[config.mk]
export PLATFORM = sky130hd
export DESIGN_NAME = ssdm_ctrl
export DESIGN_NICKNAME = d
export VERILOG_FILES = /design/src/rtl/ssdm_pkg.sv /design/src/rtl/ssdm_ctrl.sv
export SDC_FILE = /design/constraint.sdc
export NUM_CORES = 1
export LEC_CHECK = 0
export BUFFER_PORTS_ARGS = -buffer_cell sky130_fd_sc_hd__buf_2
export CAP_MARGIN = 20
export CORE_MARGIN = 2
export CORE_UTILIZATION = 44
export DETAILED_ROUTE_END_ITERATION = 8
export GPL_ROUTABILITY_DRIVEN = 0
export MAX_ROUTING_LAYER = met4
export PLACE_DENSITY = 0.76
export SLEW_MARGIN = 30
export SYNTH_ARGS = -nofsm -noshare
export SYNTH_HDL_FRONTEND = slang
export SYNTH_SLANG_ARGS = --single-unit
[constraint.sdc]
create_clock -name clk -period 2.2 [get_ports clk]
set_input_delay 0.11 -clock clk [delete_from_list [all_inputs] [get_ports clk]]
set_output_delay 0.11 -clock clk [all_outputs]
set_load 0.01 [all_outputs]
[src/rtl/ssdm_pkg.sv]
`default_nettype none
package ssdm_pkg;
	localparam int LETTER_W = 5;

	localparam logic [1:0] OP_QUERY  = 2'd0;
	localparam logic [1:0] OP_INSERT = 2'd1;
	localparam logic [1:0] OP_CLEAR  = 2'd2;

	typedef struct packed {
		logic [1:0]          operation;
		logic [LETTER_W-1:0] letter;
		logic                word_done;
	} item_t;

	typedef struct packed {
		logic matched;
		logic status;
	} result_t;

	typedef struct packed {
		logic ld;
		logic clr;
		logic sweep;
		logic ring_wr;
		logic child_q;
		logic term_q;
		logic step;
		logic alloc;
		logic adv;
		logic set_skip;
		logic set_full;
		logic fin;
	} cmd_t;

	typedef struct packed {
		logic [1:0] op;
		logic       letter_bad;
		logic       skip;
		logic       ring_bad;
		logic       child_bad;
		logic       child_zero;
		logic       full;
		logic       term_hit;
		logic       last_step;
		logic       sweep_last;
		logic       status;
	} sts_t;
endpackage
`default_nettype wire

[src/rtl/ssdm_ctrl.sv]
`default_nettype none
module ssdm_ctrl (
	input  wire logic             clk,
	input  wire logic             arst_n,
	input  wire logic             start,
	input  wire ssdm_pkg::sts_t   sts,
	output ssdm_pkg::cmd_t        cmd,
	output logic                  busy,
	output logic                  done,
	output ssdm_pkg::result_t     result
);
	import ssdm_pkg::*;

	localparam logic [3:0] S_SWEEP   = 4'd0;
	localparam logic [3:0] S_IDLE    = 4'd1;
	localparam logic [3:0] S_DISP    = 4'd2;
	localparam logic [3:0] S_Q_RING  = 4'd3;
	localparam logic [3:0] S_Q_CHILD = 4'd4;
	localparam logic [3:0] S_Q_TERM  = 4'd5;
	localparam logic [3:0] S_Q_CHK   = 4'd6;
	localparam logic [3:0] S_I_CHILD = 4'd7;
	localparam logic [3:0] S_I_TERM  = 4'd8;
	localparam logic [3:0] S_I_FIN   = 4'd9;

	logic [3:0] state_q;
	logic [3:0] state_d;
	logic       pend_q;
	logic       pend_d;
	logic       res;
	logic       res_match;
	logic       res_status;

	always_comb begin
		cmd        = '0;
		state_d    = state_q;
		pend_d     = pend_q;
		res        = 1'b0;
		res_match  = 1'b0;
		res_status = 1'b0;
		unique case (state_q)
			S_SWEEP: begin
				cmd.sweep = 1'b1;
				if (sts.sweep_last) begin
					state_d = S_IDLE;
					res     = pend_q;
					pend_d  = 1'b0;
				end
			end
			S_IDLE: begin
				if (start) begin
					cmd.ld  = 1'b1;
					state_d = S_DISP;
				end
			end
			S_DISP: begin
				unique case (sts.op)
					OP_QUERY: begin
						cmd.ring_wr = 1'b1;
						state_d     = S_Q_RING;
					end
					OP_INSERT: begin
						if (sts.skip) begin
							state_d = S_I_FIN;
						end else if (sts.letter_bad) begin
							cmd.set_skip = 1'b1;
							state_d      = S_I_FIN;
						end else begin
							state_d = S_I_CHILD;
						end
					end
					OP_CLEAR: begin
						cmd.clr = 1'b1;
						pend_d  = 1'b1;
						state_d = S_SWEEP;
					end
					default: begin
						res     = 1'b1;
						state_d = S_IDLE;
					end
				endcase
			end
			S_Q_RING: begin
				state_d = S_Q_CHILD;
			end
			S_Q_CHILD: begin
				if (sts.ring_bad) begin
					res     = 1'b1;
					state_d = S_IDLE;
				end else begin
					cmd.child_q = 1'b1;
					state_d     = S_Q_TERM;
				end
			end
			S_Q_TERM: begin
				if (sts.child_bad) begin
					res     = 1'b1;
					state_d = S_IDLE;
				end else begin
					cmd.term_q = 1'b1;
					state_d    = S_Q_CHK;
				end
			end
			S_Q_CHK: begin
				if (sts.term_hit) begin
					res       = 1'b1;
					res_match = 1'b1;
					state_d   = S_IDLE;
				end else if (sts.last_step) begin
					res     = 1'b1;
					state_d = S_IDLE;
				end else begin
					cmd.step = 1'b1;
					state_d  = S_Q_RING;
				end
			end
			S_I_CHILD: begin
				if (sts.child_zero && sts.full) begin
					cmd.set_skip = 1'b1;
					cmd.set_full = 1'b1;
					state_d      = S_I_FIN;
				end else if (sts.child_zero) begin
					cmd.alloc = 1'b1;
					state_d   = S_I_TERM;
				end else begin
					cmd.adv = 1'b1;
					state_d = S_I_TERM;
				end
			end
			S_I_TERM: begin
				cmd.set_skip = sts.term_hit;
				state_d      = S_I_FIN;
			end
			S_I_FIN: begin
				cmd.fin    = 1'b1;
				res        = 1'b1;
				res_status = sts.status;
				state_d    = S_IDLE;
			end
			default: begin
				state_d = S_IDLE;
			end
		endcase
	end

	assign busy = state_q != S_IDLE;

	always_ff @(posedge clk or negedge arst_n) begin
		if (!arst_n) begin
			state_q <= S_SWEEP;
			pend_q  <= 1'b0;
			done    <= 1'b0;
		end else begin
			state_q <= state_d;
			pend_q  <= pend_d;
			done    <= res;
		end
	end

	always_ff @(posedge clk) begin
		if (res) begin
			result.matched <= res_match;
			result.status  <= res_status;
		end
	end
endmodule
`default_nettype wire

## Word level (Yosys, flattened, before mapping)

Index checks and enable logic that the tools add are counted.

- Flip-flop bits (word level): 8
- Output and inout bits: 16

- Eq/ne operators: 15
- Muxes and demuxes: 47
- Reduce and logical (&&, ||, !) cells: 7

Operators by type and width:

| operator | number |
|---|---|
| one-hot mux 4 bit (9 select lines) | 1 |
| two-way mux 1 bit | 31 |
| two-way mux 4 bit | 5 |
| == test 4 x 3 -> 1 bit, second input constant | 4 |
| one-hot mux 4 bit (3 select lines) | 1 |
| == test 4 x 2 -> 1 bit, second input constant | 2 |
| == test 4 bit, second input constant | 2 |
| two-way mux 2 bit | 4 |
| two-way mux 3 bit | 2 |
| one-hot mux 1 bit (6 select lines) | 1 |
| == test 4 x 1 -> 1 bit, second input constant | 1 |
| logical NOT 4 bit | 1 |
| != test 2 bit, second input constant | 2 |
| != test 4 x 1 -> 1 bit, second input constant | 1 |
| one-hot mux 1 bit (3 select lines) | 1 |
| AND reduction 3 bit | 1 |
| OR reduction 3 bit | 1 |
| == test 2 x 1 -> 1 bit, second input constant | 1 |
| == test 2 bit, second input constant | 1 |
| logical NOT 2 bit | 1 |
| != test 2 x 1 -> 1 bit, second input constant | 1 |
| one-hot mux 1 bit (2 select lines) | 1 |
| AND reduction 2 bit | 1 |
| nonzero test 2 bit | 1 |
| logical AND 1 bit | 1 |

## Logic depth before layout (Yosys ltp)

Gate-level depths: netlist (run 1).

- Depth in word-level cells: 4
- Mapped depth: 5
- Mapped depth without buffers: 4

## Worst setup path before layout (run 1)

OpenSTA, ideal clock, no wires.

- Path type: reg-to-reg
- From: register state_q[3]
- To: register result[0] (netlist name) (enable)
- Required time: 1.868 ns
- Arrival time: 1.215 ns
- Setup time: 0.332 ns
- Stages on the path, launching flop included: 6
- Buffers on the path: 1
- Period minus slack after synthesis: 1.547 ns
- Setup slack: 0.653 ns
- Path through: dfrtp_1 -> buf_6 -> nor2b_4 -> a21oi_1 -> mux2_2 -> o2111ai_1

- Word-level cells in the longest chain between the ends: 2

Ends and longest elaborated chain:

| item | line | RTL |
|---|---|---|
| from (decl) | ssdm_ctrl.sv:25 | `logic [3:0] state_q;` |
| from (signal assigned) | ssdm_ctrl.sv:153 | `state_q <= state_d;` |
| == test 4 bit, or another cell as far along | ssdm_ctrl.sv:40 | `unique case (state_q)` |
| one-hot mux 1 bit (6 select lines) (*) | ssdm_ctrl.sv:40 |  |
| net res | ssdm_ctrl.sv:29 | `logic res;` |
| to (decl) | ssdm_ctrl.sv:10 | `output ssdm_pkg::result_t result` |

The timed path passes the listed nets; every way through them passes the cells marked *.
A chain may end at the register's enable or synchronous reset.

==> impl_summary.md, run 1 <==
Power
For this design the ratio of total power to cell area is about 1100 nW/um2. The static leakage is 0.402 nW. The total design power is 0.886 mW.

Across the VDD grid, the largest voltage drop is 657 uV.

STA
The hold slack is roughly 0.15 ns. For the finished layout, the period the worst path requires is 1.88 ns. The number of hold-slack violations in the final timing report came to 0. Setup repair after global routing left no endpoint under its margin. Setup total negative slack on the finished layout was measured at 0 ns. The setup violation total in the final timing report is 0. The worst-margin pin slew is 0.461 ns. Across the routed clock network, the largest skew measured is between 0.01 and 0.015 ns.

The maximum operating frequency is 531 MHz. The final number of max-transition violations was 0. The worst slew margin relative to its limit is 69.2%.

The final critical path takes up a little under nine tenths of the cycle.

Final layout
The count of antenna diodes in the layout is 0. The fraction of layout instances using a drive strength above 1 is 37.6%. The number of nets in the layout is 125.

The end-of-flow core utilization is 61.9%. In the final layout, the multi-input gates occupy 409 um2. Counting the fill cells in the layout gives 127. The finished layout holds 124 standard cells, fillers aside. The sequential cells in the finished layout cover a total of between 200 and 250 um2. The area growth from synthesis to layout is 26.3%.

Floorplanning
The overall die height is around 43 um. The width of the die is approximately 43 um. The initial standard-cell utilization of the core is slightly below 50%. After floorplanning, the core was divided into 13 placement rows.

The die footprint is 1830 um2. The area of the core is 1350 um2. The count of boundary I/O pins is 31.

Worst setup path
The buffers plus inverters on the worst setup path is 1. The worst register-to-register path begins at state_q[2]$_DFFE_PN0P_. The delay of the slowest cell on the worst path is 0.56 ns. Of all nets on the critical path, the largest fanout is 9. The critical path goes through nor2b_2, nor3b_1, a221o_1, buf_2. The critical path required time is about 2.1 ns. The worst endpoint data arrival time is 1.77 ns. The worst setup path is of the reg2out kind.

The type of origin of the critical path is a flip-flop. Tracing the worst setup path back leads to its startpoint at state_q[3]$_DFFE_PN0P_. The kind of end point of the critical path is an output port. The standard cell with the maximum stage delay on the critical path is sky130_fd_sc_hd__dfrtp_1. The largest delay contributor family on the critical path is simple AND/OR/NAND/NOR gates.

Synthesis
The average instance area after synthesis is about 8.6 um2. The number of instances in the synthesized netlist is 77. The count of unique library cells instantiated by Yosys is 34. The count of synthesis-stage warnings from yosys is 0. The synthesized design contains 8 register bits. The share of the Yosys chip area taken by registers is 31.8%. The post-synthesis instance area is between 600 and 700 um2.

Counting every net in the synthesized netlist gives a little over 90.

Global routing
The number of global-route vias before repair was between 600 and 700. In the global route stage, overall resource usage came out at between 10% and 20%. The number of antenna violations at the first check in global routing is 0.

The first global-routing pass estimated 2660 um of wire. The global route total overflow is 0. Entering global routing, the biggest net connects 15 pins.

Detailed routing
The detailed-route via count is 712. For this block, the routed nets add up to 1630 um of wire. The number of vias per cell after detailed routing is 5.74. After detailed routing, the number of remaining DRC violations is 0.

Once detail routing completed, the nets flagged for antenna violations numbered 0. The first TritonRoute pass finished after 4 iterations. For this block, the initial DRC count from the detailed router was 15. After detailed routing, the average wire length per cell comes to ~13 um.

Run status
The flow ran to the end, and the final reports show no timing, DRC or antenna violations.

Place
The total placed cells including tap cells is 119. The quantity of I/O buffers inserted on ports is 30. The detailed placement HPWL is 1280 um.

Clocking
Counting the buffers created by CTS gives 3. After clock tree synthesis, the clock-pin slew on the worst setup and hold paths is roughly 0.050 ns. TritonCTS built the clock tree. The insertion delay of the later-clocked pin in the worst-skew pair is 0.26 ns. Counting every sink on the clock net gives 8. The post-CTS resize count is 0. In this run the post-CTS setup repair buffer count came out at 0. CTS built an H-tree with a depth of 1. The tree is rooted in a sky130_fd_sc_hd__clkbuf_4.

The number of hold buffers added after CTS was 1. The longest clock path from root to sink contains 2 buffers.

Hold path
The path class of the tightest hold or removal check is in2reg. The hold path startpoint is sts[9].

Run
The max-capacitance violation count is 0.
==> path summary, 6_finish.rpt <==
check	endpoint	slack, ns	cells after the start
max in group asynchronous	state_q[2]$_DFFE_PN0P_	1.84	2
max reg2reg	result[1]$_SDFFCE_PN0P_	0.36	4
min reg2reg	pend_q$_DFFE_PN0P_	0.56	2
min	state_q[2]$_DFFE_PN0P_	0.15	3
min in group asynchronous	pend_q$_DFFE_PN0P_	0.20	2
max	cmd[2]	0.32	4
==> cells in the mapped netlist <==
| master | number | area, um2 |
|---|---|---|
| sky130_fd_sc_hd__a21o_1 | 1 | 7.51 |
| sky130_fd_sc_hd__a21oi_1 | 5 | 25.0 |
| sky130_fd_sc_hd__a221o_1 | 1 | 10.0 |
| sky130_fd_sc_hd__a22oi_1 | 1 | 7.51 |
| sky130_fd_sc_hd__a32oi_1 | 1 | 8.76 |
| sky130_fd_sc_hd__and2_1 | 3 | 18.8 |
| sky130_fd_sc_hd__and2b_1 | 1 | 7.51 |
| sky130_fd_sc_hd__and3_1 | 3 | 18.8 |
| sky130_fd_sc_hd__and3_4 | 2 | 22.5 |
| sky130_fd_sc_hd__buf_2 | 1 | 5.00 |
| sky130_fd_sc_hd__buf_6 | 3 | 33.8 |
| sky130_fd_sc_hd__dfrtp_1 | 6 | 150 |
| sky130_fd_sc_hd__edfxtp_1 | 2 | 60.1 |
| sky130_fd_sc_hd__inv_1 | 1 | 3.75 |
| sky130_fd_sc_hd__mux2_2 | 1 | 11.3 |
| sky130_fd_sc_hd__mux2i_1 | 1 | 10.0 |
| sky130_fd_sc_hd__nand2_1 | 6 | 22.5 |
| sky130_fd_sc_hd__nand2b_1 | 2 | 12.5 |
| sky130_fd_sc_hd__nand3_1 | 3 | 15.0 |
| sky130_fd_sc_hd__nand3b_1 | 1 | 7.51 |
| sky130_fd_sc_hd__nand4_1 | 1 | 6.26 |
| sky130_fd_sc_hd__nor2_1 | 10 | 37.5 |
| sky130_fd_sc_hd__nor2b_1 | 2 | 12.5 |
| sky130_fd_sc_hd__nor2b_2 | 2 | 17.5 |
| sky130_fd_sc_hd__nor2b_4 | 1 | 13.8 |
| sky130_fd_sc_hd__nor3_1 | 5 | 25.0 |
| sky130_fd_sc_hd__nor3b_1 | 4 | 30.0 |
| sky130_fd_sc_hd__nor4_2 | 1 | 12.5 |
| sky130_fd_sc_hd__o2111ai_1 | 1 | 8.76 |
| sky130_fd_sc_hd__o2bb2ai_1 | 1 | 8.76 |
| sky130_fd_sc_hd__o31a_1 | 1 | 8.76 |
| sky130_fd_sc_hd__o32a_1 | 1 | 10.0 |
| sky130_fd_sc_hd__or2_1 | 1 | 6.26 |
| sky130_fd_sc_hd__or3_1 | 1 | 6.26 |
==> cells by family after synthesis <==
kind of cell	count (synthesis)	share of synthesized area [%]
mux	2	3.21
simple gates	49	44.2
flops	8	31.8
compound gates	13	14.4
buf+inv	5	6.43
==> sequential cells by signal, summed over array words and instances (netlist names) <==
name	count
done	1
state_q	4
pend_q	1
result	2
==> worst min-delay path: stages <==
cell and delay (ns):
sky130_fd_sc_hd__buf_2 0.08, sky130_fd_sc_hd__nor2_1 0.05, sky130_fd_sc_hd__o2bb2ai_1 0.11
==> final cells by class <==
| class | count | area share (%) |
|---|---|---|
| timing repair buffer | 32 | 20.1 |
| tap | 15 | 2.25 |
| multi-input combinational | 64 | 49.0 |
| sequential | 8 | 25.1 |
| inverter | 1 | 0.449 |
| clock buffer | 4 | 3.14 |
==> cells in the final DEF (no fill, tap or decap), drive strengths merged, types with 2 or more instances in the layout <==
cell     n
nand2b   2
nor2    10
nor3b    4
buf     31
clkbuf   4
nand2    6
a21oi    5
nor2b    5
and2     3
nor3     5
nand3    3
edfxtp   2
dfrtp    6
and3     5
==> power by group <==
part           total, mW  switching [mW]  leakage (nW)  internal [mW]
clock              0.124          0.0548        0.0150         0.0696
sequential         0.292          0.0879        0.0977          0.204
combinational      0.469           0.249         0.289          0.221
==> metal layers <==
metal,track usage (%),share of wire (%),vias up
met2,32.7,47,40
met1,23.6,44,325
li1,-,-,345
met4,5.63,0.86,0
met3,5.11,8.5,2
met5,-,0,-
==> per-stage QoR <==
step	instance area, um2	setup WS (ns)
after floorplan	662	0.653
after global placement	800	0.462
after detailed placement	800	0.384
after CTS	836	0.326
after global routing	836	0.209
final	836	0.315
Note: power is estimated with default switching activity, not from simulation.
==> run 2, diff against run 1 <==
Settings changed: BUFFER_PORTS_ARGS -buffer_cell sky130_fd_sc_hd__buf_2 to -buffer_cell sky130_fd_sc_hd__buf_4.
==> impl_summary.md, run 2 (same netlist as run 1, synthesis figures left out) <==
STA
On the final layout, the worst hold slack is around 0.15 ns. The final critical delay including setup and external delays is around 1.9 ns. Timing would allow up to 539 MHz.

The worst-margin pin slew is 0.464 ns. Once routing completed, OpenROAD measured the worst setup slack at 0.344 ns. Setup violations remaining at the end of the flow were counted as 0. The number of hold-slack violations in the final timing report was 0. Headroom to the max-slew limit came out at 69.1%. The post-route fraction of the period consumed by the critical path is 84.4%. For the final database, setup skew stands at 0.00473 ns. Summed over all failing endpoints, the final setup total negative slack is 0 ns. Setup repair after global routing left no endpoint under its margin. The final number of max-transition violations is 0.

Detailed routing
For this block, the initial DRC count from the detailed router was 16. The sum of routed wire length over all layers is 1780 um. The number of DRC violations after detailed routing is 0.

After detailed routing, the average wire length per cell comes to 14.2 um. The number of vias per cell after detailed routing is 5.71. The detail route stage leaves a number of antenna-violating nets equal to 0. Summing over every cut layer, the via total after detailed routing is 714. The first-pass iteration count of the detailed router is 4.

Worst setup path
The class of the most critical setup path is reg2out. The worst endpoint data arrival time is 1.75 ns. For this design, the slowest cell found on the critical path is sky130_fd_sc_hd__dfrtp_1.

The worst setup path is launched from a flip-flop. The worst setup path is captured at an output port. For this run, the slowest stage of the critical path takes roughly 0.5 ns.

The largest delay contributor family on the critical path is flip-flops. The largest driver fanout on the critical path is 9. STA puts the critical path data required time at approximately 2.1 ns. The critical path goes through nor2b_2, nor3b_1, buf_4, a221o_1, buf_4.

The most numerous cell on the critical path is sky130_fd_sc_hd__buf_4. The buffers plus inverters on the worst setup path is 2.

Power
In this run the power density over the cells is 1030 nW/um2. The worst-case IR drop observed on VDD is roughly 630 uV. For this design the static power due to leakage is approximately 0.42 nW.

Global routing
The first-pass GRT wire length is about 2800 um. Entering global routing, the biggest net connects 15 pins. Summed over all layers, the global routing overflow is 0. The number of global-route vias before repair was 701. Global routing used between 20% and 30% of the available tracks across all layers. The number of antenna violations at the first check in global routing was 0.

Clocking
The buffer depth of the longest clock path is 2. The clock tree root buffer cell is sky130_fd_sc_hd__clkbuf_4. The number of clock sinks is 8.

The clock reaches the later pin of the worst-skew pair after between 0.2 and 0.3 ns. The number of setup buffers added after CTS is 0. The CTS tree is yes.

The maximum level of the CTS H-tree is 1. The post-CTS resize count is 0. The clock transition time at the flip-flop clock pins of the worst setup and hold paths is 0.05 ns. After clock tree synthesis, the flow added hold-fix buffers numbering 1.

The TritonCTS buffer count is 3.

Place
The placed instances occupy a cell area of 882 um2. During placement, the flow inserted port buffers numbering 30. The setup slack after placement is about 0.38 ns. The HPWL after detailed placement is 1450 um.

The total placed cells including tap cells is 120.

Final layout
The post-route netlist has 38.2% of its cells at a drive strength greater than 1. The top cell types in the final layout, fill and taps aside, are 32 x sky130_fd_sc_hd__buf_4, 10 x sky130_fd_sc_hd__nor2_1, 6 x sky130_fd_sc_hd__nand2_1, 6 x sky130_fd_sc_hd__dfrtp_1. The final non-filler cell area is 918 um2.

The most frequent standard cell in the layout excluding fill and tap cells is sky130_fd_sc_hd__buf_4. The register with the most flip-flops in the final layout is state_q. The number of non-filler instances in the completed layout is ~130.

The number of nets in the layout is between 100 and 150. The count of antenna diodes in the layout is 0. The register with the most flip-flops in the layout has 4 of them. The count of filler cells inserted in the layout is 115. The largest registers in the layout are state_q (4), result (2). The synthesis-to-layout area growth is 38.8%.

Floorplanning
The count of boundary I/O pins is 31. The die covers ~1800 um2. The floorplan step set the die width to roughly 43 um. The initial utilization of the core area, before any placement, comes to 49.0%. In this run the core area contains 13 standard-cell rows.

In this run the vertical extent of the chip is 42.8 um. The region available for standard cell placement spans 1350 um2.

Hold path
The classification of the worst-slack hold path is in2reg.

Run status
The run finished with clean final reports.

Run
The max-capacitance violation count is 0.
==> run 2: power breakdown <==
group          switching [mW]  internal, mW  total, mW  leakage [nW]
registers              0.0932         0.204      0.297        0.0977
logic                   0.260         0.263      0.523         0.309
clock network          0.0518        0.0695      0.121        0.0150
total                   0.405         0.537      0.942         0.422
==> run 2: worst paths after layout <==
| path | start | endpoint | slack [ns] | cells after the start |
|---|---|---|---|---|
| max | state_q[3]$_DFFE_PN0P_ | cmd[2] | 0.34 | 5 |
| min | sts[9] | state_q[2]$_DFFE_PN0P_ | 0.15 | 3 |
| max reg2reg | state_q[2]$_DFFE_PN0P_ | result[0]$_SDFFCE_PN0P_ | 0.36 | 4 |
| min reg2reg | pend_q$_DFFE_PN0P_ | pend_q$_DFFE_PN0P_ | 0.59 | 2 |
| max in group asynchronous | arst_n | state_q[2]$_DFFE_PN0P_ | 1.89 | 2 |
| min in group asynchronous | arst_n | pend_q$_DFFE_PN0P_ | 0.19 | 2 |
==> run 2: layer usage <==
metal | vias to the layer above | GRT usage [%] | wire length, um
li1 | 347 | - | -
met1 | 328 | 21.8 | 722
met2 | 37 | 37.0 | 917
met3 | 2 | 3.40 | 127
met4 | 0 | 7.50 | 14
met5 | - | - | 0
==> run 2: final cells by class <==
type	count	area (um2)	share of cell area (%)
Clock buffer	4	26.3	2.86
Timing Repair Buffer	33	250	27.2
Inverter	1	3.75	0.409
Sequential cell	8	210	22.9
Multi-Input combinational cell	64	409	44.6
Tap cell	15	18.8	2.04
==> run 2: metrics by stage <==
stage	total power, mW	util (%)
final	0.942	68.0
after global routing	1.01	68.0
after CTS	0.941	68.0
after detailed placement	0.815	65.3
after global placement	0.802	65.3
after floorplan	0.652	-
==> run 2: worst min-delay path: stages <==
cell	delay (ns)
sky130_fd_sc_hd__buf_4	0.08
sky130_fd_sc_hd__nor2_1	0.05
sky130_fd_sc_hd__o2bb2ai_1	0.11
